**src/hw/rtl/kedq_pkg.sv**
```systemverilog
package kedq_pkg;

  localparam int unsigned CodeW = 16;
  localparam int unsigned TimeW = 32;
  localparam int unsigned CntW  = 32;
  localparam int unsigned LeftW = 5;
  localparam int unsigned CfgIdxW = 2;

  // configuration register indexes
  localparam logic [CfgIdxW-1:0] CfgCodeMinus = 2'd0;
  localparam logic [CfgIdxW-1:0] CfgCodeMiddle = 2'd1;
  localparam logic [CfgIdxW-1:0] CfgCodePlus = 2'd2;
  localparam logic [CfgIdxW-1:0] CfgCodeKnob = 2'd3;

  localparam logic [CodeW-1:0] RstCodeMinus = 16'd108;
  localparam logic [CodeW-1:0] RstCodeMiddle = 16'd105;
  localparam logic [CodeW-1:0] RstCodePlus = 16'd106;
  localparam logic [CodeW-1:0] RstCodeKnob = 16'd103;

  localparam logic [CodeW-1:0] EvTypeKey = 16'h0001;
  localparam logic signed [31:0] EvValPress = 32'sd1;
  localparam logic signed [31:0] EvValRelease = 32'sd0;

  // source codes
  localparam logic [1:0] SrcMinus = 2'd0;
  localparam logic [1:0] SrcMiddle = 2'd1;
  localparam logic [1:0] SrcPlus = 2'd2;
  localparam logic [1:0] SrcKnob = 2'd3;

  localparam logic PhaseDown = 1'b0;
  localparam logic PhaseUp = 1'b1;

  typedef struct packed {
    logic [1:0]       source;
    logic             phase;
    logic [TimeW-1:0] time_ms;
  } entry_t;

  // decoded request from the front end to the ring
  typedef struct packed {
    logic   push;
    logic   pop;
    entry_t entry;
  } cmd_t;

endpackage

```
**src/hw/rtl/kedq_filter.sv**
```systemverilog
module kedq_filter (
  input  logic                                clk_i,
  input  logic                                rst_ni,
  input  logic                                start_i,
  input  logic                                req_type_i,
  input  logic [kedq_pkg::CodeW-1:0]          ev_type_i,
  input  logic [kedq_pkg::CodeW-1:0]          ev_code_i,
  input  logic signed [31:0]                  ev_value_i,
  input  logic [kedq_pkg::TimeW-1:0]          now_ms_i,
  input  logic                                cfg_we_i,
  input  logic [kedq_pkg::CfgIdxW-1:0]        cfg_idx_i,
  input  logic [kedq_pkg::CodeW-1:0]          cfg_data_i,
  output kedq_pkg::cmd_t                      cmd_o
);

  logic [kedq_pkg::CodeW-1:0] code_minus_q, code_middle_q, code_plus_q, code_knob_q;

  logic                       vld_q;
  logic                       req_q;
  logic [kedq_pkg::CodeW-1:0] type_q;
  logic [kedq_pkg::CodeW-1:0] code_q;
  logic signed [31:0]         value_q;
  logic [kedq_pkg::TimeW-1:0] now_q;

  logic       is_key;
  logic       is_edge_val;
  logic       hit;
  logic [1:0] src;

  always_ff @(posedge clk_i or negedge rst_ni) begin
    if (!rst_ni) begin
      code_minus_q  <= kedq_pkg::RstCodeMinus;
      code_middle_q <= kedq_pkg::RstCodeMiddle;
      code_plus_q   <= kedq_pkg::RstCodePlus;
      code_knob_q   <= kedq_pkg::RstCodeKnob;
    end else if (cfg_we_i) begin
      case (cfg_idx_i)
        kedq_pkg::CfgCodeMinus:  code_minus_q  <= cfg_data_i;
        kedq_pkg::CfgCodeMiddle: code_middle_q <= cfg_data_i;
        kedq_pkg::CfgCodePlus:   code_plus_q   <= cfg_data_i;
        kedq_pkg::CfgCodeKnob:   code_knob_q   <= cfg_data_i;
        default: ;
      endcase
    end
  end

  always_ff @(posedge clk_i or negedge rst_ni) begin
    if (!rst_ni) begin
      vld_q <= 1'b0;
    end else begin
      vld_q <= start_i;
    end
  end

  always_ff @(posedge clk_i) begin
    if (start_i) begin
      req_q   <= req_type_i;
      type_q  <= ev_type_i;
      code_q  <= ev_code_i;
      value_q <= ev_value_i;
      now_q   <= now_ms_i;
    end
  end

  assign is_key      = (type_q == kedq_pkg::EvTypeKey);
  assign is_edge_val = (value_q == kedq_pkg::EvValPress) ||
                       (value_q == kedq_pkg::EvValRelease);

  // first matching register wins on duplicate codes
  always_comb begin
    hit = 1'b1;
    src = kedq_pkg::SrcMinus;
    if (code_q == code_minus_q) begin
      src = kedq_pkg::SrcMinus;
    end else if (code_q == code_middle_q) begin
      src = kedq_pkg::SrcMiddle;
    end else if (code_q == code_plus_q) begin
      src = kedq_pkg::SrcPlus;
    end else if (code_q == code_knob_q) begin
      src = kedq_pkg::SrcKnob;
    end else begin
      hit = 1'b0;
    end
  end

  always_comb begin
    cmd_o.push          = vld_q && !req_q && is_key && is_edge_val && hit;
    cmd_o.pop           = vld_q && req_q;
    cmd_o.entry.source  = src;
    cmd_o.entry.phase   = (value_q == kedq_pkg::EvValPress) ? kedq_pkg::PhaseDown
                                                             : kedq_pkg::PhaseUp;
    cmd_o.entry.time_ms = now_q;
  end

endmodule

```
**src/hw/rtl/kedq_ring.sv**
```systemverilog
module kedq_ring #(
  parameter int unsigned QUEUE_DEPTH = 16
) (
  input  logic                         clk_i,
  input  logic                         rst_ni,
  input  kedq_pkg::cmd_t               cmd_i,
  output logic                         done_o,
  output logic                         out_valid_o,
  output logic [1:0]                   out_source_o,
  output logic                         out_phase_o,
  output logic [kedq_pkg::TimeW-1:0]   out_time_ms_o,
  output logic [kedq_pkg::LeftW-1:0]   entries_left_o,
  output logic [kedq_pkg::CntW-1:0]    drop_total_o
);

  localparam int unsigned AW = (QUEUE_DEPTH > 1) ? $clog2(QUEUE_DEPTH) : 1;
  localparam int unsigned CW = $clog2(QUEUE_DEPTH + 1);

  kedq_pkg::entry_t mem [QUEUE_DEPTH];
  kedq_pkg::entry_t rd_q;

  logic [AW-1:0]               oldest_q, oldest_d, oldest_inc;
  logic [CW-1:0]               fill_q, fill_d, fill_dec;
  logic [kedq_pkg::CntW-1:0]   cnt_q, cnt_d;
  logic [AW:0]                 sum;
  logic [AW-1:0]               slot;
  logic                        full;
  logic                        hit;
  logic [CW+kedq_pkg::LeftW-1:0] left_ext;

  logic                        done_q, hit_q;
  logic [kedq_pkg::LeftW-1:0]  left_q;
  logic [kedq_pkg::CntW-1:0]   drop_q;

  assign full       = (fill_q == CW'(QUEUE_DEPTH));
  assign oldest_inc = (oldest_q == AW'(QUEUE_DEPTH - 1)) ? '0 : oldest_q + 1'b1;
  assign sum        = {1'b0, oldest_q} + (AW + 1)'(fill_q);
  assign hit        = cmd_i.pop && (fill_q != '0);
  assign fill_dec   = fill_q - CW'(1);
  assign left_ext   = {{kedq_pkg::LeftW{1'b0}}, fill_dec};

  always_comb begin
    // when full the new word lands on the oldest slot
    if (full) begin
      slot = oldest_q;
    end else if (sum >= (AW + 1)'(QUEUE_DEPTH)) begin
      slot = AW'(sum - (AW + 1)'(QUEUE_DEPTH));
    end else begin
      slot = sum[AW-1:0];
    end
  end

  always_comb begin
    oldest_d = oldest_q;
    fill_d   = fill_q;
    cnt_d    = cnt_q;
    if (cmd_i.push) begin
      if (full) begin
        oldest_d = oldest_inc;
        if (cnt_q != '1) begin
          cnt_d = cnt_q + 1'b1;
        end
      end else begin
        fill_d = fill_q + 1'b1;
      end
    end else if (hit) begin
      oldest_d = oldest_inc;
      fill_d   = fill_dec;
    end
  end

  always_ff @(posedge clk_i or negedge rst_ni) begin
    if (!rst_ni) begin
      oldest_q <= '0;
      fill_q   <= '0;
      cnt_q    <= '0;
      done_q   <= 1'b0;
      hit_q    <= 1'b0;
      left_q   <= '0;
      drop_q   <= '0;
    end else begin
      oldest_q <= oldest_d;
      fill_q   <= fill_d;
      cnt_q    <= cnt_d;
      done_q   <= cmd_i.pop;
      hit_q    <= hit;
      left_q   <= hit ? left_ext[kedq_pkg::LeftW-1:0] : '0;
      drop_q   <= cnt_q;
    end
  end

  always_ff @(posedge clk_i) begin
    if (cmd_i.push) begin
      mem[slot] <= cmd_i.entry;
    end
    if (cmd_i.pop) begin
      rd_q <= mem[oldest_q];
    end
  end

  assign done_o         = done_q;
  assign out_valid_o    = hit_q;
  assign out_source_o   = hit_q ? rd_q.source : 2'd0;
  assign out_phase_o    = hit_q & rd_q.phase;
  assign out_time_ms_o  = hit_q ? rd_q.time_ms : '0;
  assign entries_left_o = left_q;
  assign drop_total_o   = drop_q;

  a_fill_bound: assert property (@(posedge clk_i) disable iff (!rst_ni)
    fill_q <= CW'(QUEUE_DEPTH))
    else $error("fill count above depth");

  a_valid_needs_done: assert property (@(posedge clk_i) disable iff (!rst_ni)
    out_valid_o |-> done_o)
    else $error("valid word without strobe");

  a_empty_left_zero: assert property (@(posedge clk_i) disable iff (!rst_ni)
    !hit_q |-> (left_q == '0))
    else $error("entries left nonzero on empty pop");

  a_overwrite_count: assert property (@(posedge clk_i) disable iff (!rst_ni)
    (cmd_i.push && full && cnt_q != '1) |=> (cnt_q == $past(cnt_q) + 1'b1))
    else $error("overwrite not counted");

  a_pop_shrinks: assert property (@(posedge clk_i) disable iff (!rst_ni)
    hit |=> (fill_q == $past(fill_q) - 1'b1))
    else $error("pop did not shrink the queue");

endmodule

```
**src/hw/rtl/key_event_drop_oldest_queue_core.sv**
```systemverilog
// Key event queue with drop-oldest overflow.
//
// Command channel: raise start_i with the request fields for one cycle per
// word. busy_o stays low, so a word is taken on every cycle that start_i is
// high. req_type_i = 0 offers a raw event: it is queued when it is a key
// press or release whose code matches one of the four code registers.
// req_type_i = 1 pops the oldest entry.
// Every pop gives one result word, marked by done_o for a single cycle, after
// the input register and then the ring update and registered entry read. A
// raw event gives no result. Throughput is one word per cycle.
// The receiver cannot stall: a result must be taken while done_o is high.
// When the ring is full a new entry overwrites the oldest one and
// drop_total_o counts up, saturating at all ones. Code registers are
// written through cfg_we_i/cfg_idx_i/cfg_data_i; the user must do so only
// while the queue is idle, as the block does not enforce it. Reset empties
// the queue, clears the drop count and loads the default codes; entry
// memory itself is not cleared.
module key_event_drop_oldest_queue_core #(
  parameter int unsigned QUEUE_DEPTH = 16
) (
  input  logic                               clk_i,
  input  logic                               rst_ni,
  input  logic                               start_i,
  output logic                               busy_o,
  input  logic                               req_type_i,
  input  logic [kedq_pkg::CodeW-1:0]         ev_type_i,
  input  logic [kedq_pkg::CodeW-1:0]         ev_code_i,
  input  logic signed [31:0]                 ev_value_i,
  input  logic [kedq_pkg::TimeW-1:0]         now_ms_i,
  input  logic                               cfg_we_i,
  input  logic [kedq_pkg::CfgIdxW-1:0]       cfg_idx_i,
  input  logic [kedq_pkg::CodeW-1:0]         cfg_data_i,
  output logic                               done_o,
  output logic                               out_valid_o,
  output logic [1:0]                         out_source_o,
  output logic                               out_phase_o,
  output logic [kedq_pkg::TimeW-1:0]         out_time_ms_o,
  output logic [kedq_pkg::LeftW-1:0]         entries_left_o,
  output logic [kedq_pkg::CntW-1:0]          drop_total_o
);

  kedq_pkg::cmd_t cmd;

  // one word per cycle, never held off
  assign busy_o = 1'b0;

  kedq_filter u_filter (
    .clk_i      (clk_i),
    .rst_ni     (rst_ni),
    .start_i    (start_i),
    .req_type_i (req_type_i),
    .ev_type_i  (ev_type_i),
    .ev_code_i  (ev_code_i),
    .ev_value_i (ev_value_i),
    .now_ms_i   (now_ms_i),
    .cfg_we_i   (cfg_we_i),
    .cfg_idx_i  (cfg_idx_i),
    .cfg_data_i (cfg_data_i),
    .cmd_o      (cmd)
  );

  kedq_ring #(
    .QUEUE_DEPTH (QUEUE_DEPTH)
  ) u_ring (
    .clk_i          (clk_i),
    .rst_ni         (rst_ni),
    .cmd_i          (cmd),
    .done_o         (done_o),
    .out_valid_o    (out_valid_o),
    .out_source_o   (out_source_o),
    .out_phase_o    (out_phase_o),
    .out_time_ms_o  (out_time_ms_o),
    .entries_left_o (entries_left_o),
    .drop_total_o   (drop_total_o)
  );

endmodule
```
**config.mk**
```make
export PLATFORM = sky130hd
export DESIGN_NAME = key_event_drop_oldest_queue_core
export DESIGN_NICKNAME = d
export VERILOG_FILES = /design/src/hw/rtl/kedq_pkg.sv /design/src/hw/rtl/kedq_filter.sv /design/src/hw/rtl/kedq_ring.sv /design/src/hw/rtl/key_event_drop_oldest_queue_core.sv
export SDC_FILE = /design/constraint.sdc
export NUM_CORES = 1
export LEC_CHECK = 0
export BUFFER_PORTS_ARGS = -buffer_cell sky130_fd_sc_hd__buf_2
export CAP_MARGIN = 5
export CORE_UTILIZATION = 60
export DETAILED_ROUTE_END_ITERATION = 6
export PLACE_DENSITY = 0.86
export SYNTH_ARGS = -nofsm -noshare
export SYNTH_HDL_FRONTEND = slang
export SYNTH_SLANG_ARGS = --single-unit
```
**constraint.sdc**
```tcl
create_clock -name clk_i -period 4 [get_ports clk_i]
set_input_delay 0.8 -clock clk_i [delete_from_list [all_inputs] [get_ports clk_i]]
set_output_delay 0.8 -clock clk_i [all_outputs]
set_load 0.01 [all_outputs]
```
==> impl_results.md, run 1 <==
* Yosys warnings at 0
* Drt pass-1 iters at 7
* Failing checks: design-rule violations
* I/O pin count at 194
* Setup slack at placement at 0.401 ns
* FFs w/ async S/R, synth at 17.3%
* Dominant synthesized flop cell: edfxtp_1
* Setup violations, final at 0
* Top post-synthesis cells by area: edfxtp_1 (64%), dfrtp_1 (9.9%), mux4_2 (4.9%)
* Share of layout cells above drive strength 1 at around 27%
* Syn_nets at 1,904
* Highest Signal Layer: met5
* Top-area cell type share of the netlist area at ~64%
* Number of max-cap violations at 0
* Routed wl met2 at 37,000 um
* Synthesized area at ~32,000 um^2
* CTS tree: yes
* Final #Nets at 2,131
* Unrepaired setup endpoints after global routing: no
* GRT Residual Overflow at 0
* Post-synth cell types at between 40 and 50
* Period minus WS final at 3.74 ns
* Register area at 24,400 um^2
* Leak at 12.8 nW
* WL final at 72,800 um
* Final period util at between 90% and 100%
* Worst EP arrival at 3.98 ns
* First-pass GRT wire length at 108,000 um
* Register area share after synthesis at 75.7%
* HPWL after detailed placement at between 30,000 and 40,000 um
* Die Ht at between 200 and 250 um
* Startpoint Class: register
* P&R area growth vs syn at 14.6%
* DIE AREA at 54,700 um^2
* Root Buffer: clkbuf_16
* Filler Cells Inserted at 3,078
* Area of the multi-input gates at ~7500 um^2
* Largest area contributor in the netlist: edfxtp_1
* Final WS setup at 0.264 ns
* DRC at 6
* Fin. Hold Viols at 0
* CTS Buf Count at between 80 and 90
* Finished Layout Cells at 2,758
* Status: complete, but fails checks
* Pwr dens at 490 nW/um^2
* Post-synth EDFFs at 692
* Via count at 17,400
* Fin. max-slew vios at 0
* Synth Register Bits at 837
* Die Width at about 230 um
* Post-Route Setup TNS at 0 ns
* Setup crit end kind: register
* Tightest hold margin at 0.262 ns
* TritonCTS Sinks at 837
* Rows at 84
* Worst EP required at 4.24 ns
* R2R cell count at 8
* Initial DRC count at between 1,500 and 2,000
* Core Area at 52,900 um^2
* Min-delay worst type: primary input to async pin
* Avg Inst Size Synth at 18.2 um^2
* Peak VDD IR at roughly 0.00035 V
* Final Cell Area at 37,000 um^2
* Largest net degree at the start of global routing at 114
* Worst Path Max Fanout at 35
* Initial core utilization at about 61%
* Max_slew headroom at 10.7%
* Placed Instances at 2,603
* Worst-margin pin slew at around 1.3 ns
* DR vias/cell at 6.31
* DRT antenna net count at 0
* Met1 WL at 27,000 um
* Number of global-route vias before repair at 18,200
* IO Port Bufs at roughly 190
* H-tree depth at 3
* Post-cts repair resize count at 0
* Worst-path clk slew at ~0.06 ns
* Routability cong. at 0.858
* Max Clk Rate at 0.268 GHz
* Dpl cell area at 34,300 um^2
* Initial antenna violation count at 6
* WL met3 at 5990 um
* Setup CP Type: register to register
* GR Util All Layers at 27.1%
* Skew final at 0.0266 ns
* Cells after Synth at 1,776
* Worst skew pair latency at just over 0.6 ns
* WL per Instance at 26.4 um
* CTS Buffer Depth at 3
[where the power goes]
part           internal, W  switching [W]  leakage, nW  total [W]
clock network      0.00445        0.00316         1.31    0.00761
registers          0.00974       0.000249         8.30    0.00998
logic             0.000285       0.000244         3.24   0.000529
[cell families after synthesis]
| logic type | after synthesis | synth area share [%] |
|---|---|---|
| flops | 837 | 75.7 |
| mux | 277 | 11.6 |
| simple gates | 270 | 4.52 |
| compound gates | 179 | 3.54 |
| xor+xnor | 105 | 2.85 |
| buf+inv | 98 | 1.36 |
| fa+ha+maj | 9 | 0.372 |
| other cells | 1 | 0.0116 |
[state kept, by name, summed over array words and instances (netlist names), 32 cells and up]
register and cells:
u_ring.rd_q 35, u_ring.cnt_q 32, u_filter.now_q 32, u_filter.value_q 32, u_ring.mem 560, u_ring.drop_total_o 32
[routing by layer]
| metal | up-vias | global-route usage (%) |
|---|---|---|
| met5 | - | 0 |
| met4 | 8 | 11.3 |
| met2 | 936 | 45.5 |
| li1 | 7385 | - |
| met1 | 8866 | 34.2 |
| met3 | 195 | 6.06 |
[critical path, stage by stage, from the launching register on]
cell      delay [ns]
edfxtp_1        0.51
xnor2_1         0.19
nand4_1         0.17
nor4_1          0.59
nor4_2          0.17
nor2_2          0.38
o21ai_0         0.56
nor2_4          0.21
buf_4           0.57
[final cells by class]
type	instances	share of cell area [%]
antenna	1	0.00676
timing repair buffer	236	3.95
multi-input combinational	841	20.4
sequential	837	66.1
clock buffer	118	6.41
inverter	6	0.0609
clock inverter	31	0.795
tap	688	2.33
[path summary, 6_finish.rpt]
| kind | slack (ns) | to | from |
|---|---|---|---|
| worst max register to register | 0.26 | u_ring.mem[9][9] | u_filter.code_q[3] |
| max in group asynchronous | 2.89 | u_filter.code_middle_q[3] | rst_ni |
| worst min register to register | 0.42 | u_ring.drop_total_o[29] | u_ring.cnt_q[29] |
| worst min-delay path | 0.26 | u_ring.drop_total_o[15] | rst_ni |
| min in group clk_i | 0.35 | u_filter.now_q[27] | now_ms_i[27] |
| worst max-delay path | 0.26 | u_ring.mem[9][9] | u_filter.code_q[3] |
[synth_stat cells (all sizes together), types with 2 or more instances]
cell type  count
nand2         86
xnor2        102
ha             8
nor2          32
nor4          19
a21oi         40
buf           32
a221oi        36
nand2b         2
and3          13
xor2           3
and2          41
mux2i        119
nand4         32
dfstp         17
nor3b          6
inv            6
clkbuf        60
edfxtp       692
nor3           6
a22oi         38
nand3         23
o21ai         61
dfrtp        128
nand3b         3
nor2b          2
mux4          70
mux2          88
[per-stage QoR]
stage	power (W)	utilization, %
6_report	0.0181	70.0
5_1_grt	0.0186	70.0
4_1_cts	0.0182	69.9
3_5_place_dp	0.0107	64.9
3_3_place_gp	0.0106	64.9
2_1_floorplan	0.0104	-
[cells in the final DEF (no fill, tap or decap), types with 3 or more instances in the layout]
cell type,netlist,routed
a21oi_1,40,40
a221oi_1,36,36
a22oi_1,38,38
and2_1,40,38
and3_1,13,13
buf_12,0,13
buf_2,19,190
buf_4,1,32
bufinv_16,0,5
clkbuf_1,60,22
clkbuf_16,0,86
clkbuf_8,0,10
clkinv_1,0,9
clkinv_2,0,12
dfrtp_1,128,125
dfstp_2,17,17
edfxtp_1,692,692
ha_1,8,8
inv_1,6,6
mux2_2,88,88
mux2i_1,119,119
mux4_2,70,70
nand2_1,86,86
nand3_1,22,22
nand3b_1,3,3
nand4_1,32,32
nor2_1,31,15
nor2_4,0,16
nor3_1,6,6
nor3b_1,6,5
nor4_1,12,12
nor4_2,4,4
nor4_4,3,3
o21ai_0,60,60
xnor2_1,102,102
xor2_1,3,3
[what timing repair did]
item | in CTS | in global routing
endpoints found under the setup margin | 0 | 24
buffers inserted | 0 | 5
hold buffers | 0 | 0
(Power assumes the default switching activity.)
==> inputs of run 2 (changes only) <==
==> constraint.sdc (replaced) <==
create_clock -name clk_i -period 4 [get_ports clk_i]
set_input_delay 0.4 -clock clk_i [delete_from_list [all_inputs] [get_ports clk_i]]
set_output_delay 0.4 -clock clk_i [all_outputs]
set_load 0.01 [all_outputs]
==> run 2 against run 1 <==
  * The run still ends with design-rule violations left
  * Final cell count rose by 3.3%
  * Register-to-register slack worse by 0.02 ns
  * Combinational power up 17%
  * Sequential share of layout area is 1.6 points lower
  * Critical path type unchanged
==> impl_results.md, run 2 (synthesized netlist as in run 1, its figures left out) <==
* Status: complete, but fails checks (unchanged)
* Failing checks: design-rule violations (unchanged)
* Top Family by Delay on Critical Path: simple AND/OR/NAND/NOR gates (unchanged)
* Final #Nets at 2,227 (was 2,131)
* HPWL after detailed placement at 39,800 um (was 39,100 um)
* Worst path cell trace: nor4_1 -> nand2_1 -> nor4_4 -> nand3_2 -> nor2_2 -> o21ai_0 -> nor2_4 -> buf_12 (was xnor2_1 -> nand4_1 -> nor4_1 -> nor4_2 -> nor2_2 -> o21ai_0 -> nor2_4 -> buf_4)
* DR vias/cell at 6.37 (was 6.31)
* Max FFs per register at 560 (unchanged)
* Peak VDD IR at 0.000414 V (was 0.000355 V)
* H-tree depth at 3 (unchanged)
* Initial core utilization at 61.0% (unchanged)
* DIE AREA at 54,700 um^2 (unchanged)
* Die Ht at 234 um (unchanged)
* Gate power share at 3.4% (was 2.9%)
* Share of layout cells above drive strength 1 at 26.0% (was 27.3%)
* Drt pass-1 iters at 7 (unchanged)
* Core Area at 52,900 um^2 (unchanged)
* Most frequent cells in the layout: edfxtp_1 (692), buf_2 (190), dfrtp_1 (125), mux2i_1 (119), xnor2_1 (102) (unchanged)
* Dpl cell area at 34,300 um^2 (about the same)
* Biggest register: u_ring.mem (unchanged)
* Setup bufs post-CTS at 0 (unchanged)
* Final Cell Area at 37,900 um^2 (was 37,000 um^2)
* Initial antenna violation count at 4 (was 6)
* DRC at 6 (unchanged)
* Filler Cells Inserted at 2,951 (was 3,078)
* Hold-fix buffers, CTS at 98 (was 0)
* Number of max-cap violations at 0 (unchanged)
* IO Port Bufs at 192 (unchanged)
* Switching power at 0.00384 W (was 0.00365 W)
* Worst EP required at 4.32 ns (was 4.24 ns)
* Initial DRC count at 2,046 (was 1,581)
* Setup CP Type: register to register (unchanged)
* Pwr dens at 484 nW/um^2 (was 490 nW/um^2)
* Worst-margin pin slew at 1.25 ns (was 1.33 ns)
* Leak at 13.2 nW (was 12.8 nW)
* Rows at 84 (unchanged)
* Period minus WS final at 3.76 ns (was 3.74 ns)
* Die Width at 234 um (unchanged)
* Min-delay worst type: primary input to register (was primary input to async pin)
* Worst skew pair latency at 0.64 ns (was 0.62 ns)
* Skew final at 0.0312 ns (was 0.0266 ns)
* Setup violations, final at 0 (unchanged)
* Largest net degree at the start of global routing at 151 (was 114)
* Cell internal pwr at 0.0145 W (about the same)
* Routability cong. at 0.851 (was 0.858)
* Worst EP arrival at 4.07 ns (was 3.98 ns)
* CTS Buffer Depth at 3 (unchanged)
* Crit path max-delay cell type: nor2_4 (was nor4_1)
* Max incr delay on CP at 0.56 ns (was 0.59 ns)
* Worst-path clk slew at 0.06 ns (about the same)
* Number of global-route vias before repair at 18,800 (was 18,200)
* Post-cts repair resize count at 0 (unchanged)
* Fin. max-slew vios at 0 (unchanged)
* DRT antenna net count at 0 (unchanged)
* CTS Buf Count at 82 (was 81)
* Via count at 18,100 (was 17,400)
* WL final at 77,300 um (was 72,800 um)
* Sequential power share at 54.6% (was 55.1%)
* Post-Route Setup TNS at 0 ns (unchanged)
* Root Buffer: clkbuf_16 (unchanged)
* GRT Residual Overflow at 0 (unchanged)
* Biggest regs: u_ring.mem (560), u_ring.rd_q (35) (unchanged)
* Max_slew headroom at 15.6% (was 10.7%)
* Switching Share at 21.0% (was 20.2%)
* Worst Path Max Fanout at 24 (was 35)
* CP bufs+invs at 1 (unchanged)
* GR Util All Layers at 29.0% (was 27.1%)
* I/O pin count at 194 (unchanged)
* Max Clk Rate at 0.266 GHz (was 0.268 GHz)
* Commonest non-fill, non-tap cell in the layout: edfxtp_1 (unchanged)
* Clock Power Share at 42.0% (about the same)
* WL per Instance at 27.1 um (was 26.4 um)
* TritonCTS Sinks at 837 (unchanged)
* First-pass GRT wire length at 115,000 um (was 108,000 um)
* Unrepaired setup endpoints after global routing: no (unchanged)
* CTS tree: yes (unchanged)
* Setup crit end kind: register (unchanged)
* Fin. Hold Viols at 0 (unchanged)
* P&R area growth vs syn at 17.4% (was 14.6%)
* Final period util at 93.9% (was 93.4%)
* Startpoint Class: register (unchanged)
run 2: changes by cell type in the layout (fill, tap and decap cells not counted), sizes merged, moves of 2 or more:
cell / previous run / this run
bufinv: 5 / 7
buf: 236 / 233
clkbuf: 118 / 108
inv: 7 / 9
dlygate4sd3: 0 / 98
clkinvlp: 1 / 3
run 2: power groups by stage:
| stage | Sequential [W] | Clock, W | Combinational, W |
|---|---|---|---|
| after detailed placement | 0.0102 | 0 | 0.000525 |
| final | 0.0100 | 0.00771 | 0.000620 |
| after CTS | 0.00999 | 0.00770 | 0.000609 |
| after global placement | 0.0101 | 0 | 0.000503 |
| after global routing | 0.0100 | 0.00807 | 0.000667 |
| after floorplan | 0.0100 | 0 | 0.000357 |
run 2: final cells by class:
type	instances	area, um^2	area share, %
well taps	688	861	2.27
multi-input cells	841	7540	19.9
inverters	6	22.5	0.0594
diodes	1	2.50	0.00660
clock inverters	38	417	1.10
clock buffers	108	2230	5.89
flip-flops and latches	837	24400	64.5
repair buffers	331	2380	6.29
run 2: final timing paths:
check | start | end | slack (ns) | cells after the start
max in group asynchronous | rst_ni | u_filter.code_minus_q[6] | 2.63 | 3
setup reg to reg | u_filter.value_q[1] | u_ring.mem[1][13] | 0.24 | 8
hold / removal | cfg_data_i[0] | u_filter.code_plus_q[0] | 0.05 | 2
min in group asynchronous | rst_ni | u_ring.drop_total_o[13] | 0.43 | 2
hold reg to reg | u_ring.cnt_q[8] | u_ring.drop_total_o[8] | 0.43 | 0
setup / recovery | u_filter.value_q[1] | u_ring.mem[1][13] | 0.24 | 8
run 2: stage by stage:
stage / util, % / instances / total power (W) / hold WS (ns) / setup WS, ns
global route: 71.7 / 2850 / 0.0188 / 0.0426 / 0.0946
detailed placement: 64.8 / 2605 / 0.0107 / 0.408 / 0.375
floorplan: - / 1776 / 0.0104 / 0.104 / 0.283
global placement: 64.8 / 2605 / 0.0106 / 0.404 / 0.621
finish: 71.7 / 2850 / 0.0183 / 0.0516 / 0.243
CTS: 71.7 / 2849 / 0.0183 / 0.0296 / 0.376
run 2: layer usage:
metal  GRT usage, %  vias up  part of all wire, %
li1               -     7569                    -
met1           36.3     9150                   36
met2           48.7     1152                   50
met3           5.90      269                  8.9
met4           14.1        6                  5.1
met5              0        -                0.040
